==> config.mk <==
export PLATFORM = sky130hd
export DESIGN_NAME = adjacency_matrix_store
export DESIGN_NICKNAME = d
export VERILOG_FILES = /design/src/design/ams_pkg.sv /design/src/design/ams_store.sv /design/src/design/adjacency_matrix_store.sv
export SDC_FILE = /design/constraint.sdc
export NUM_CORES = 2
export LEC_CHECK = 0
export CORE_MARGIN = 3
export CORE_UTILIZATION = 60
export CTS_BUF_LIST = sky130_fd_sc_hd__clkbuf_8
export CTS_CLUSTER_SIZE = 25
export DETAILED_ROUTE_END_ITERATION = 10
export DONT_BUFFER_PORTS = 1
export PLACE_DENSITY = 0.75
export SLEW_MARGIN = 20
export SYNTH_ARGS = -nofsm -noshare
export SYNTH_HDL_FRONTEND = slang
export SYNTH_SLANG_ARGS = --single-unit
==> constraint.sdc <==
create_clock -name i_clk -period 5.1 [get_ports i_clk]
set_input_delay 0.51 -clock i_clk [delete_from_list [all_inputs] [get_ports i_clk]]
set_output_delay 0.51 -clock i_clk [all_outputs]
set_load 0.02 [all_outputs]
==> src/design/ams_pkg.sv <==
// shared constants, codes and control struct for the adjacency matrix store
`default_nettype none

package ams_pkg;

    // default table size
    localparam int MAX_VERTICES_DEF = 32;

    // fixed payload widths
    localparam int CMD_W   = 3;
    localparam int NAME_W  = 6;
    localparam int POS_W   = 5;
    localparam int STAT_W  = 2;
    localparam int LABEL_W = 6;

    // command codes
    localparam logic [CMD_W-1:0] CMD_ADD_VERTEX = 3'd0;
    localparam logic [CMD_W-1:0] CMD_ADD_EDGE   = 3'd1;
    localparam logic [CMD_W-1:0] CMD_DEL_VERTEX = 3'd2;
    localparam logic [CMD_W-1:0] CMD_DEL_EDGE   = 3'd3;
    localparam logic [CMD_W-1:0] CMD_QUERY_EDGE = 3'd4;
    localparam logic [CMD_W-1:0] CMD_QUERY_NAME = 3'd5;

    // result status codes
    localparam logic [STAT_W-1:0] ST_DONE    = 2'd0;
    localparam logic [STAT_W-1:0] ST_IGNORED = 2'd1;
    localparam logic [STAT_W-1:0] ST_FULL    = 2'd2;
    localparam logic [STAT_W-1:0] ST_RANGE   = 2'd3;

    // write controls from the sequencer to the storage
    typedef struct packed {
        logic adj_we;
        logic name_we;
        logic clear;
    } t_mem_ctrl;

endpackage

`default_nettype wire

==> src/design/ams_store.sv <==
// adjacency row memory and name memory with per-entry valid bits
`default_nettype none

module ams_store #(
    parameter int MAX_VERTICES = ams_pkg::MAX_VERTICES_DEF,
    parameter int IW           = $clog2(MAX_VERTICES),
    parameter int CW           = $clog2(MAX_VERTICES + 1)
) (
    input  wire                     i_clk,
    input  wire                     i_rst_n,
    input  wire ams_pkg::t_mem_ctrl i_ctrl,
    input  wire  [IW-1:0]           i_adj_waddr,
    input  wire  [MAX_VERTICES-1:0] i_adj_wdata,
    input  wire  [IW-1:0]           i_adj_raddr,
    output logic [MAX_VERTICES-1:0] o_adj_rdata,
    input  wire  [IW-1:0]           i_name_waddr,
    input  wire  [CW-1:0]           i_name_wdata,
    input  wire  [IW-1:0]           i_name_raddr,
    output logic [CW-1:0]           o_name_rdata
);

    logic [MAX_VERTICES-1:0] r_adj_mem [MAX_VERTICES];
    logic [CW-1:0]           r_name_mem [MAX_VERTICES];
    logic [MAX_VERTICES-1:0] r_row_vld;
    logic [MAX_VERTICES-1:0] r_name_vld;
    logic [MAX_VERTICES-1:0] r_adj_q;
    logic                    r_adj_qv;
    logic [CW-1:0]           r_name_q;
    logic                    r_name_qv;
    logic [IW-1:0]           r_name_ra;

    // valid bits, cleared at reset and on rebuild
    always_ff @(posedge i_clk) begin
        if (!i_rst_n || i_ctrl.clear) begin
            r_row_vld  <= '0;
            r_name_vld <= '0;
        end else begin
            if (i_ctrl.adj_we) begin
                r_row_vld[i_adj_waddr] <= 1'b1;
            end
            if (i_ctrl.name_we) begin
                r_name_vld[i_name_waddr] <= 1'b1;
            end
        end
    end

    // memory writes
    always_ff @(posedge i_clk) begin
        if (i_ctrl.adj_we) begin
            r_adj_mem[i_adj_waddr] <= i_adj_wdata;
        end
        if (i_ctrl.name_we) begin
            r_name_mem[i_name_waddr] <= i_name_wdata;
        end
    end

    // registered reads
    always_ff @(posedge i_clk) begin
        r_adj_q   <= r_adj_mem[i_adj_raddr];
        r_adj_qv  <= r_row_vld[i_adj_raddr];
        r_name_q  <= r_name_mem[i_name_raddr];
        r_name_qv <= r_name_vld[i_name_raddr];
        r_name_ra <= i_name_raddr;
    end

    // a row never written reads as zero, a name never written as position plus one
    assign o_adj_rdata  = r_adj_qv ? r_adj_q : '0;
    assign o_name_rdata = r_name_qv ? r_name_q : (CW'(r_name_ra) + CW'(1));

endmodule

`default_nettype wire

==> src/design/adjacency_matrix_store.sv <==
// undirected graph store: adjacency bit matrix, vertex names and vertex count
//
// input beats (i_valid / o_ready) carry a command with two names and two
// positions; each beat produces exactly one result beat (o_valid / i_ready)
// with status, vertex count, edge bit and vertex label.
// one command runs at a time under a small sequencer; o_ready is high only
// while the sequencer is idle. steps of each command, n = vertex count:
//   add vertex, unused codes: dispatch only; queries: dispatch, then a registered read when in range
//   add / delete edge: name scan, then two row read-modify-writes
//   delete vertex: name scan, then one row and name shift per cycle
// the name scan reads one name memory entry per cycle and the row compaction
// pushes one adjacency row per cycle through a shared shift unit, so both
// scale with n (up to MAX_VERTICES).
// a finished result sits in an output register; the next beat is accepted
// while it waits, and the sequencer holds its next result until i_ready.
// reset (synchronous, active low) empties the store; writing i_cfg_wdata
// with i_cfg_we while idle rebuilds it with vertices 1..value (saturated) and no
// edges. both take effect at once through per-row valid bits, with no clearing pass.
`default_nettype none

module adjacency_matrix_store #(
    parameter int MAX_VERTICES = ams_pkg::MAX_VERTICES_DEF
) (
    input  wire                          i_clk,
    input  wire                          i_rst_n,
    input  wire                          i_cfg_we,
    input  wire  [ams_pkg::NAME_W-1:0]   i_cfg_wdata,
    input  wire                          i_valid,
    output logic                         o_ready,
    input  wire  [ams_pkg::CMD_W-1:0]    i_command,
    input  wire  [ams_pkg::NAME_W-1:0]   i_name_a,
    input  wire  [ams_pkg::NAME_W-1:0]   i_name_b,
    input  wire  [ams_pkg::POS_W-1:0]    i_row_index,
    input  wire  [ams_pkg::POS_W-1:0]    i_col_index,
    output logic                         o_valid,
    input  wire                          i_ready,
    output logic [ams_pkg::STAT_W-1:0]   o_status,
    output logic [ams_pkg::NAME_W-1:0]   o_vertex_count,
    output logic                         o_edge_bit,
    output logic [ams_pkg::LABEL_W-1:0]  o_vertex_label
);

    localparam int IW = $clog2(MAX_VERTICES);
    localparam int CW = $clog2(MAX_VERTICES + 1);
    localparam int NW = (CW > ams_pkg::NAME_W) ? CW : ams_pkg::NAME_W;
    localparam logic [CW-1:0] CNT_MAX = CW'(MAX_VERTICES);

    // sequencer states
    localparam logic [3:0] S_IDLE = 4'd0;
    localparam logic [3:0] S_DISP = 4'd1;
    localparam logic [3:0] S_LOOK = 4'd2;
    localparam logic [3:0] S_EWA  = 4'd3;
    localparam logic [3:0] S_EWB  = 4'd4;
    localparam logic [3:0] S_DEL  = 4'd5;
    localparam logic [3:0] S_QD   = 4'd6;
    localparam logic [3:0] S_FIN  = 4'd7;

    logic [3:0]                   r_state, n_state;
    logic [ams_pkg::CMD_W-1:0]    r_cmd, n_cmd;
    logic [ams_pkg::NAME_W-1:0]   r_na, n_na;
    logic [ams_pkg::NAME_W-1:0]   r_nb, n_nb;
    logic [ams_pkg::POS_W-1:0]    r_row, n_row;
    logic [ams_pkg::POS_W-1:0]    r_col, n_col;
    logic [CW-1:0]                r_count, n_count;
    logic [CW-1:0]                r_idx, n_idx;
    logic                         r_lv, n_lv;
    logic [IW-1:0]                r_lidx, n_lidx;
    logic                         r_fa, n_fa;
    logic                         r_fb, n_fb;
    logic [IW-1:0]                r_pa, n_pa;
    logic [IW-1:0]                r_pb, n_pb;
    logic                         r_wv, n_wv;
    logic [IW-1:0]                r_wdst, n_wdst;
    logic [ams_pkg::STAT_W-1:0]   r_status, n_status;
    logic                         r_bit, n_bit;
    logic [CW-1:0]                r_label, n_label;
    logic                         r_ovalid, n_ovalid;
    logic [ams_pkg::STAT_W-1:0]   r_o_status, n_o_status;
    logic [ams_pkg::NAME_W-1:0]   r_o_count, n_o_count;
    logic                         r_o_bit, n_o_bit;
    logic [ams_pkg::LABEL_W-1:0]  r_o_label, n_o_label;

    ams_pkg::t_mem_ctrl           mem_ctrl;
    logic [IW-1:0]                adj_waddr;
    logic [MAX_VERTICES-1:0]      adj_wdata;
    logic [IW-1:0]                adj_raddr;
    logic [MAX_VERTICES-1:0]      adj_rdata;
    logic [IW-1:0]                name_waddr;
    logic [CW-1:0]                name_wdata;
    logic [IW-1:0]                name_raddr;
    logic [CW-1:0]                name_rdata;
    logic [MAX_VERTICES-1:0]      low_mask;
    logic [MAX_VERTICES-1:0]      row_compact;

    ams_store #(
        .MAX_VERTICES (MAX_VERTICES),
        .IW           (IW),
        .CW           (CW)
    ) u_store (
        .i_clk        (i_clk),
        .i_rst_n      (i_rst_n),
        .i_ctrl       (mem_ctrl),
        .i_adj_waddr  (adj_waddr),
        .i_adj_wdata  (adj_wdata),
        .i_adj_raddr  (adj_raddr),
        .o_adj_rdata  (adj_rdata),
        .i_name_waddr (name_waddr),
        .i_name_wdata (name_wdata),
        .i_name_raddr (name_raddr),
        .o_name_rdata (name_rdata)
    );

    // shared shift unit: drop column pa from a row, upper bits move down one
    assign low_mask    = (MAX_VERTICES'(1) << r_pa) - MAX_VERTICES'(1);
    assign row_compact = (adj_rdata & low_mask) | ((adj_rdata >> 1) & ~low_mask);

    assign o_ready        = (r_state == S_IDLE);
    assign o_valid        = r_ovalid;
    assign o_status       = r_o_status;
    assign o_vertex_count = r_o_count;
    assign o_edge_bit     = r_o_bit;
    assign o_vertex_label = r_o_label;

    // sequencer
    always_comb begin
        logic [MAX_VERTICES-1:0] row_mod;
        logic [CW-1:0]           src;
        logic                    edge_val;

        n_state    = r_state;
        n_cmd      = r_cmd;
        n_na       = r_na;
        n_nb       = r_nb;
        n_row      = r_row;
        n_col      = r_col;
        n_count    = r_count;
        n_idx      = r_idx;
        n_lv       = r_lv;
        n_lidx     = r_lidx;
        n_fa       = r_fa;
        n_fb       = r_fb;
        n_pa       = r_pa;
        n_pb       = r_pb;
        n_wv       = r_wv;
        n_wdst     = r_wdst;
        n_status   = r_status;
        n_bit      = r_bit;
        n_label    = r_label;
        n_ovalid   = r_ovalid & ~i_ready;
        n_o_status = r_o_status;
        n_o_count  = r_o_count;
        n_o_bit    = r_o_bit;
        n_o_label  = r_o_label;
        mem_ctrl   = '0;
        adj_waddr  = r_wdst;
        adj_wdata  = '0;
        adj_raddr  = '0;
        name_waddr = '0;
        name_wdata = '0;
        name_raddr = '0;
        row_mod    = adj_rdata;
        src        = '0;
        edge_val   = (r_cmd == ams_pkg::CMD_ADD_EDGE);

        case (r_state)
            S_IDLE: begin
                // rebuild on a register write
                if (i_cfg_we) begin
                    mem_ctrl.clear = 1'b1;
                    n_count = (NW'(i_cfg_wdata) > NW'(MAX_VERTICES)) ? CNT_MAX
                                                                     : CW'(i_cfg_wdata);
                end
                if (i_valid) begin
                    n_cmd    = i_command;
                    n_na     = i_name_a;
                    n_nb     = i_name_b;
                    n_row    = i_row_index;
                    n_col    = i_col_index;
                    n_status = ams_pkg::ST_DONE;
                    n_bit    = 1'b0;
                    n_label  = '0;
                    n_state  = S_DISP;
                end
            end
            S_DISP: begin
                case (r_cmd)
                    ams_pkg::CMD_ADD_VERTEX: begin
                        // new row and column are already zero
                        if (r_count == CNT_MAX) begin
                            n_status = ams_pkg::ST_FULL;
                        end else begin
                            mem_ctrl.name_we = 1'b1;
                            name_waddr = IW'(r_count);
                            name_wdata = r_count + CW'(1);
                            n_count    = r_count + CW'(1);
                        end
                        n_state = S_FIN;
                    end
                    ams_pkg::CMD_ADD_EDGE, ams_pkg::CMD_DEL_EDGE,
                    ams_pkg::CMD_DEL_VERTEX: begin
                        n_idx   = '0;
                        n_lv    = 1'b0;
                        n_fa    = 1'b0;
                        n_fb    = 1'b0;
                        n_state = S_LOOK;
                    end
                    ams_pkg::CMD_QUERY_EDGE: begin
                        adj_raddr = IW'(r_row);
                        if (NW'(r_row) >= NW'(r_count) || NW'(r_col) >= NW'(r_count)) begin
                            n_status = ams_pkg::ST_RANGE;
                            n_state  = S_FIN;
                        end else begin
                            n_state = S_QD;
                        end
                    end
                    ams_pkg::CMD_QUERY_NAME: begin
                        name_raddr = IW'(r_row);
                        if (NW'(r_row) >= NW'(r_count)) begin
                            n_status = ams_pkg::ST_RANGE;
                            n_state  = S_FIN;
                        end else begin
                            n_state = S_QD;
                        end
                    end
                    default: begin
                        n_state = S_FIN;
                    end
                endcase
            end
            S_QD: begin
                if (r_cmd == ams_pkg::CMD_QUERY_EDGE) begin
                    n_bit = adj_rdata[IW'(r_col)];
                end else begin
                    n_label = name_rdata;
                end
                n_state = S_FIN;
            end
            S_LOOK: begin
                // scan names, one read issued per cycle, lowest match kept
                name_raddr = IW'(r_idx);
                if (r_idx < r_count) begin
                    n_idx  = r_idx + CW'(1);
                    n_lv   = 1'b1;
                    n_lidx = IW'(r_idx);
                end else begin
                    n_lv = 1'b0;
                end
                if (r_lv) begin
                    if (!r_fa && NW'(name_rdata) == NW'(r_na)) begin
                        n_fa = 1'b1;
                        n_pa = r_lidx;
                    end
                    if (!r_fb && NW'(name_rdata) == NW'(r_nb)) begin
                        n_fb = 1'b1;
                        n_pb = r_lidx;
                    end
                end
                if (r_idx == r_count && !r_lv) begin
                    if (r_cmd == ams_pkg::CMD_DEL_VERTEX) begin
                        if (!r_fa) begin
                            n_status = ams_pkg::ST_IGNORED;
                            n_state  = S_FIN;
                        end else begin
                            n_idx   = '0;
                            n_wv    = 1'b0;
                            n_state = S_DEL;
                        end
                    end else if (!r_fa || !r_fb) begin
                        n_status = ams_pkg::ST_IGNORED;
                        n_state  = S_FIN;
                    end else if (edge_val && r_pa == r_pb) begin
                        // self loop is dropped
                        n_state = S_FIN;
                    end else begin
                        adj_raddr = r_pa;
                        n_state   = S_EWA;
                    end
                end
            end
            S_EWA: begin
                // write row pa, fetch row pb
                row_mod[r_pb]   = edge_val;
                mem_ctrl.adj_we = 1'b1;
                adj_waddr       = r_pa;
                adj_wdata       = row_mod;
                adj_raddr       = r_pb;
                n_state         = S_EWB;
            end
            S_EWB: begin
                row_mod[r_pa]   = edge_val;
                mem_ctrl.adj_we = 1'b1;
                adj_waddr       = r_pb;
                adj_wdata       = row_mod;
                n_state         = S_FIN;
            end
            S_DEL: begin
                // write back the row fetched last cycle
                if (r_wv) begin
                    mem_ctrl.adj_we = 1'b1;
                    adj_waddr = r_wdst;
                    adj_wdata = (CW'(r_wdst) == r_count - CW'(1)) ? '0 : row_compact;
                    if (r_wdst >= r_pa && CW'(r_wdst) != r_count - CW'(1)) begin
                        mem_ctrl.name_we = 1'b1;
                        name_waddr = r_wdst;
                        name_wdata = name_rdata;
                    end
                end
                // fetch source for the next destination row
                if (r_idx < r_count) begin
                    src        = (r_idx < CW'(r_pa)) ? r_idx : r_idx + CW'(1);
                    adj_raddr  = IW'(src);
                    name_raddr = IW'(src);
                    n_wv       = 1'b1;
                    n_wdst     = IW'(r_idx);
                    n_idx      = r_idx + CW'(1);
                end else begin
                    n_wv = 1'b0;
                    if (!r_wv) begin
                        n_count = r_count - CW'(1);
                        n_state = S_FIN;
                    end
                end
            end
            S_FIN: begin
                // hand over to the output register once it is free
                if (!r_ovalid || i_ready) begin
                    n_ovalid   = 1'b1;
                    n_o_status = r_status;
                    n_o_count  = ams_pkg::NAME_W'(r_count);
                    n_o_bit    = r_bit;
                    n_o_label  = ams_pkg::LABEL_W'(r_label);
                    n_state    = S_IDLE;
                end
            end
            default: begin
                n_state = S_IDLE;
            end
        endcase
    end

    // control registers
    always_ff @(posedge i_clk) begin
        if (!i_rst_n) begin
            r_state  <= S_IDLE;
            r_count  <= '0;
            r_ovalid <= 1'b0;
            r_lv     <= 1'b0;
            r_wv     <= 1'b0;
        end else begin
            r_state  <= n_state;
            r_count  <= n_count;
            r_ovalid <= n_ovalid;
            r_lv     <= n_lv;
            r_wv     <= n_wv;
        end
    end

    // working and payload registers
    always_ff @(posedge i_clk) begin
        r_cmd      <= n_cmd;
        r_na       <= n_na;
        r_nb       <= n_nb;
        r_row      <= n_row;
        r_col      <= n_col;
        r_idx      <= n_idx;
        r_lidx     <= n_lidx;
        r_fa       <= n_fa;
        r_fb       <= n_fb;
        r_pa       <= n_pa;
        r_pb       <= n_pb;
        r_wdst     <= n_wdst;
        r_status   <= n_status;
        r_bit      <= n_bit;
        r_label    <= n_label;
        r_o_status <= n_o_status;
        r_o_count  <= n_o_count;
        r_o_bit    <= n_o_bit;
        r_o_label  <= n_o_label;
    end

    // checks
    a_busy_after_accept: assert property (@(posedge i_clk) disable iff (!i_rst_n)
        (i_valid && o_ready) |=> !o_ready)
        else $error("input accepted while a command is in flight");

    a_count_bound: assert property (@(posedge i_clk) disable iff (!i_rst_n)
        r_count <= CNT_MAX)
        else $error("vertex count above table size");

    a_del_index: assert property (@(posedge i_clk) disable iff (!i_rst_n)
        (r_state == S_DEL) |-> (r_idx <= r_count))
        else $error("compaction ran past the vertex count");

    a_fin_holds: assert property (@(posedge i_clk) disable iff (!i_rst_n)
        (r_state == S_FIN && r_ovalid && !i_ready) |=> (r_state == S_FIN))
        else $error("result overwrote a waiting output beat");

endmodule

`default_nettype wire

# Word level (Yosys, flattened, before mapping)
# Memories as Yosys holds them, arrays and structs flattened. A register that Yosys moved wholly into a read port is not among the register bits.
# Cells that the tools add are included.
[word_totals] mem_bits_rw=1216 out_inout_bits=17 latch_bits=0 mem_count=2 register_bits=161 wordCells=259 inputBits=36 rom_bits=0
[op_classes] n_shift=1 n_eq_ne=41 n_bitwise=8 mux=111 div=0 add_sub_neg=5 multipliers=0 magnitude_cmp=17 n_reduce_logical=45
[memory_table] memory="u_store.r_adj_mem" words=32 word_bits=32 rd=1 rd_clocked_by_memory_dff=1 wr=1 line="ams_store.sv:22" text="logic [MAX_VERTICES-1:0] r_adj_mem [MAX_VERTICES];"
[memory_table] memory="u_store.r_name_mem" words=32 word_bits=6 rd=1 rd_clocked_by_memory_dff=1 wr=1 line="ams_store.sv:23" text="logic [CW-1:0] r_name_mem [MAX_VERTICES];"
[ops] cell="2-to-1 mux 6 bit" count=18
[ops] cell="2-to-1 mux 32 bit" count=3
[ops] cell="bitwise OR 32 bit" count=3
[ops] cell="one-hot mux 32 bit (3 select lines)" count=1
[ops] cell="bitwise mux 32 bit" count=2
[ops] cell="2-to-1 mux 5 bit" count=12
[ops] cell="< comparator 5 x 6 -> 1 bit, second input constant" count=7
[ops] cell="one-hot mux 6 bit (3 select lines)" count=2
[ops] cell="AND 31 x 32 -> 32 bit" count=1
[ops] cell="AND 32 bit" count=1
[ops] cell="inverter 32 bit" count=1
[ops] cell="<< shifter 1 x 5 -> 32 bit, first input constant" count=1
[ops] cell="subtractor 32 x 2 -> 32 bit, second input constant" count=1
[ops] cell="2-to-1 mux 1 bit" count=31
[ops] cell="inequality test 2 bit, second input constant" count=14
[ops] cell="one-hot mux 4 bit (7 select lines)" count=1
[ops] cell="2-to-1 mux 4 bit" count=6
[ops] cell="one-hot mux 6 bit (2 select lines)" count=2
[ops] cell="demux 1 bit (select 5 bit)" count=4
[ops] cell=">= comparator 5 x 1 -> 1 bit, second input constant" count=4
[ops] cell="2-to-1 mux 2 bit" count=10
[ops] cell="one-hot mux 5 bit (2 select lines)" count=2
[ops] cell="one-hot mux 5 bit (4 select lines)" count=1
[ops] cell="== test 6 bit" count=3
[ops] cell="other kinds (44)" count=97

# Longest topological paths before layout
[logic_depth] ltp_word=11 mapped_depth=17 ltp_nobuf=14

# Modules after synthesis
# Synthesis repeated with hierarchy kept, for this count alone.
[unflattened] hier_cells=3700 hier_area_um2=58373.5
[modules_own_cells] mod="ams_store" cells_each=2832 instances=1 area_per_inst_um2=50664.8 seq_area_each_um2=38697.1
[modules_own_cells] mod="adjacency_matrix_store" cells_each=868 instances=1 area_per_inst_um2=7708.6 seq_area_each_um2=2552.4

# Worst setup path before layout
# OpenSTA, ideal clock, no wires.
[synth_path] path_kind="reg-to-reg" startpoint="register r_pa[0]" endpoint="memory u_store.r_adj_mem[0][18] (netlist name), data pin" arrival_time_ns=3.831 n_path_buf=3 setup_slack_ns=0.815 path_stages_with_launch=14 setup_time_ns=0.454 t_required_ns=4.646 synth_period_minus_slack_ns=4.285 path_cell_list="edfxtp_1 -> buf_1 -> clkbuf_1 -> nor2b_1 -> nand2_1 -> ha_1 -> or2_2 -> clkbuf_1 -> o31ai_1 -> nand2_1 -> a21oi_1 -> nor2_1 -> mux2i_1 -> o21ai_0"
[synth_via] elab_chain_cells=8 word_cells_on_any_way=15 classes_between="add/sub: 1; order compare: 2; shift: 1; mux: 6; bitwise: 4; reduce/logical: 1"
[synth_rtl] element="start: declaration" line="adjacency_matrix_store.sv:70" text="logic [IW-1:0] r_pa, n_pa;"
[synth_rtl] element="start signal: assignment" line="adjacency_matrix_store.sv:369" text="r_pa <= n_pa;"
[synth_rtl] element="<< shifter 1 x 5 -> 32 bit" line="adjacency_matrix_store.sv:114" text="assign low_mask = (MAX_VERTICES'(1) << r_pa) - MAX_VERTICES'(1);"
[synth_rtl] element="subtractor 32 x 2 -> 32 bit" line="adjacency_matrix_store.sv:114"
[synth_rtl] element="inverter 32 bit" line="adjacency_matrix_store.sv:115" text="assign row_compact = (adj_rdata & low_mask) | ((adj_rdata >> 1) & ~low_mask);"
[synth_rtl] element="AND 31 x 32 -> 32 bit" line="adjacency_matrix_store.sv:115"
[synth_rtl] element="bitwise OR 32 bit" line="adjacency_matrix_store.sv:115"
[synth_rtl] element="2-to-1 mux 32 bit" line="adjacency_matrix_store.sv:301" text="adj_wdata = (CW'(r_wdst) == r_count - CW'(1)) ? '0 : row_compact;"
[synth_rtl] element="2-to-1 mux 32 bit" line="adjacency_matrix_store.sv:298" text="if (r_wv) begin"
[synth_rtl] element="one-hot mux 32 bit (3 select lines) *" line="adjacency_matrix_store.sv:165" text="case (r_state)"
[synth_rtl] element="net adj_wdata[18]" line="adjacency_matrix_store.sv:85" text="logic [MAX_VERTICES-1:0] adj_wdata;"
[synth_rtl] element="end: declaration" line="ams_store.sv:22"
# Mark *: on every way through the listed nets, which the timed path passes. The rest lies on a longest branch.

# Worst setup path after layout
[layout_path] startpoint="register r_count[2]" endpoint="register u_store.r_adj_q[30] (read register of u_store.r_adj_mem)"
[layout_via] elab_chain_cells=4 word_cells_on_any_way=6 classes_between="order compare: 1; eq/ne: 1; mux: 3; reduce/logical: 1"
[layout_rtl] element="start: declaration" line="adjacency_matrix_store.sv:64" text="logic [CW-1:0] r_count, n_count;"
[layout_rtl] element="start signal: assignment" line="adjacency_matrix_store.sv:351" text="r_count <= n_count;"
[layout_rtl] element="branches (longest 3 deep; another with < comparator 6 bit)"
[layout_rtl] element="one-hot mux 5 bit (4 select lines) *" line="adjacency_matrix_store.sv:165"
[layout_rtl] element="end: declaration" line="ams_store.sv:26" text="logic [MAX_VERTICES-1:0] r_adj_q;"
# Every way passes the cells marked *.
# A chain may end at the register's enable or synchronous reset.

==> results.cfg <==
[route]
first_pass_iters = 8
via_per_inst = 6.64
num_vias = 40200
routed_wl_mm = 171
wire_per_inst_um = 28.2
detail-route-antenna-nets = 0
drcViolationCount = 0
starting_drt_drc_count = 6271

[floorplanning]
core_region_area_mm2 = 0.0959
row_count = 113
start_util = 0.610
die_height_um = 318
num_io_pins = 53
floorplan.die.width_um = 318
die_area_mm2 = 0.101

[global_routing]
grt_antenna_before_repair = 3
groute.usage.overall = 0.332
global_route.overflow_total = 0
grt_first_pass_wirelength_mm = 249
maximum_number_of_pins_on_one_net_before_global_route_repair = 86
first_global_vias = 38200

[critical_path]
critical_path_peak_fanout = 19
worst_setup_path_end_kind = register
timing.rr.end = u_store.r_adj_q[30]
worstRegToRegCells = 14
crit_required_ns = 5.84
cp_data_arrival_time_ns = 5.29
worstPathCellList = inv_1, ha_1, nand4_1, nor3_1, nand2_1, nor2_2, a221o_2, buf_4, nor2_4, buf_4, nand2_1, o22ai_1, a2111oi_0, a22oi_1
setup_slack_of_the_worst_register_to_register_path_ns = 0.55
regToRegStartpoint = r_count[2]
timing.critical_path.max_delay_family = simple AND/OR/NAND/NOR gates
worst-path-buf-inv = 3
cpMaxStageDelayCell = dfxtp_1
timing.setup.critical_path_class = register to register
startpoint_type = register
critical-path-max-stage-delay_ns = 0.54

[cts]
cts_buffer_depth = 3
cts-buffers-inserted = 210
htree_num_levels = 4
clk_pin_slew_worst_paths_ns = 0.06
cts.sink_count = 1414
cts_resized = 0
post_cts_hold_buffer_count = 33
cts_tree = done
cts_setup_buffers = 0
cts.root.buffer_cell = clkbuf_8
clk_latency_ns = 0.89

[timing]
final_max_slew_viol_count = 0
hold_viol = 0
setup_violations = 0
worstMarginPinSlew_ns = 1.22
layout_worst_path_cycle_share = 0.893
max_clock_freq_mhz = 220
timing.final.crit_period_ns = 4.55
fin_worst_skew_ns = 0.0465
setup_total_negative_slack_ns = 0
max-slew-margin-rel = 0.182
grt_setup_unrepaired = no

[cells_and_area]
seq_area_mm2 = 0.0412
area_growth_syn_to_layout_pct = 11.8
final-instance-count-excl-fill = 6058
final_net_count = 4676
fillerInstances = 6541
drive_gt1_frac = 0.121
multiInputGateArea_mm2 = 0.0163
final_core_util = 0.682

[synth]
synth_edf_count = 1293
postSynthNetCount = 4537
synth.largest_area_cell = edfxtp_1
post_synth.cell_area_avg_um2 = 13.1
ys_async_sr_fraction = 0
synth_area_leaders = edfxtp_1, nand2_1, dfxtp_1, mux2i_1, a21oi_1
synth.yosys.warnings = 0
synth_top_area_share = 0.664
syn_inst = 4470
ys_ff_latch = 1414
synth.cell_area_mm2 = 0.0585
ys_types = 78
sequential_fraction_of_the_synthesis_area = 0.706
synthFlopType = edfxtp_1

[power_and_ir_drop]
p_per_area_mw_per_mm2 = 448
max-vdd-ir-drop_v = 0.000265
power.leakage_nw = 22.8

[placed_design]
gpl.final_weighted_congestion = 1.01
port-buffer-count = 0
dp_cells = 5628
hpwlAfterDp_mm = 99.0

[min_path]
worstHoldStart = i_cfg_wdata[2]
min_delay_path_depth = 4
whs_endpoint = r_count[2]
hold_path.class = input port to register

[outcome]
status = finished, final reports clean

[job]
drv.max_cap_violation_count = 0
==> state kept, by name, indices dropped and copies added (netlist names), 6 cells and up <==
| register | flops |
|---|---|
| o_vertex_count | 6 |
| o_vertex_label | 6 |
| r_count | 6 |
| r_idx | 6 |
| r_label | 6 |
| r_na | 6 |
| r_nb | 6 |
| u_store.r_adj_mem | 1024 |
| u_store.r_adj_q | 32 |
| u_store.r_name_mem | 192 |
| u_store.r_name_q | 6 |
| u_store.r_name_vld | 32 |
| u_store.r_row_vld | 32 |
==> area by class of cell <==
cell class | instances | area share
inverter | 31 | 0.00178
clock inverter | 164 | 0.0133
timing repair buffer | 219 | 0.0325
sequential | 1414 | 0.631
multi-input combinational | 2733 | 0.249
antenna | 3 | 0.000115
tap | 1265 | 0.0242
clock buffer | 229 | 0.0482
==> metrics by stage <==
stage	hold slack (ns)	setup slack, ns	total power, mW	cell area, µm²
2_1_floorplan	0.400	0.815	18.1	58500
3_3_place_gp	0.402	0.794	20.4	61000
3_5_place_dp	0.409	0.691	20.5	61000
4_1_cts	0.0199	0.659	29.1	65300
5_1_grt	0.0882	0.240	30.3	65400
6_report	0.105	0.547	29.3	65400
==> how the worst max path moves through the flow <==
stage,start,to,slack (ns),cells past startpoint
4_1_cts,r_count[2],u_store.r_adj_q[21],0.66,14
3_3_place_gp,r_count[2],u_store.r_adj_q[21],0.79,14
3_5_place_dp,r_count[2],u_store.r_adj_q[21],0.69,14
6_report,r_count[2],u_store.r_adj_q[30],0.55,14
5_1_grt,r_count[2],u_store.r_adj_q[19],0.24,14
2_1_floorplan,r_pa[0],u_store.r_adj_mem[0][18],0.82,13
==> synth_stat cells (all sizes together) (12+ instances only) <==
cell    instances
a211oi         44
o211ai         16
mux4           17
o21ai         148
xnor2          29
inv            27
nand3         122
mux2i         212
a22o           19
nor3           35
o22ai          81
ha             31
dfxtp         121
o21a           38
nor2          189
and3          122
a31oi          82
buf           134
xor2           14
a32o           30
a22oi          44
nor4           75
a21oi         195
a21o           16
nand2         960
clkbuf        158
a221oi         44
edfxtp       1293
a32oi          49
nand2b         12
==> per-layer routing <==
metal / GRT usage / share of wire
met3: 0.0874 / 0.13
met4: 0.173 / 0.057
met1: 0.463 / 0.37
met5: 0 / 0
met2: 0.486 / 0.44
==> worst register-to-register path: cells and delay by family (launching register included) <==
kind / cells / cell delay (ns)
AOI/OAI and AO/OA: 4 / 1.22
buffers and inverters: 3 / 0.92
and+or+nand+nor: 6 / 1.39
DFF: 1 / 0.54
adders and majority gates: 1 / 0.33
==> power breakdown <==
group	internal (mW)	switching [mW]	total (mW)
clock network	4.41	4.32	8.72
registers	13.4	0.691	14.0
logic	2.19	4.30	6.49
total	19.9	9.31	29.3
==> cells by family after synthesis <==
| logic type | after synthesis | share of synthesized area |
|---|---|---|
| AO/OA/AOI/OAI | 859 | 0.0978 |
| buffers and inverters | 323 | 0.0241 |
| flip-flops | 1414 | 0.706 |
| XOR/XNOR | 43 | 0.00644 |
| adder cells (fa/ha/maj) | 31 | 0.00664 |
| multiplexers | 231 | 0.0432 |
| AND/OR/NAND/NOR | 1569 | 0.116 |
==> layout by cell type (no fill, tap or decap), types with 39 or more instances in the layout <==
cell type	instances
a21oi_1	193
a221oi_1	42
nand3_1	122
nor2_1	154
inv_1	111
buf_4	154
a31oi_1	81
edfxtp_1	1293
a32oi_1	49
nor4_1	75
o21ai_0	113
a211oi_1	42
clkbuf_8	229
nand2_1	956
mux2i_1	212
a22oi_1	44
o22ai_1	77
clkinv_1	39
and3_1	122
dfxtp_1	121
Power figures use the tool's default switching activity.
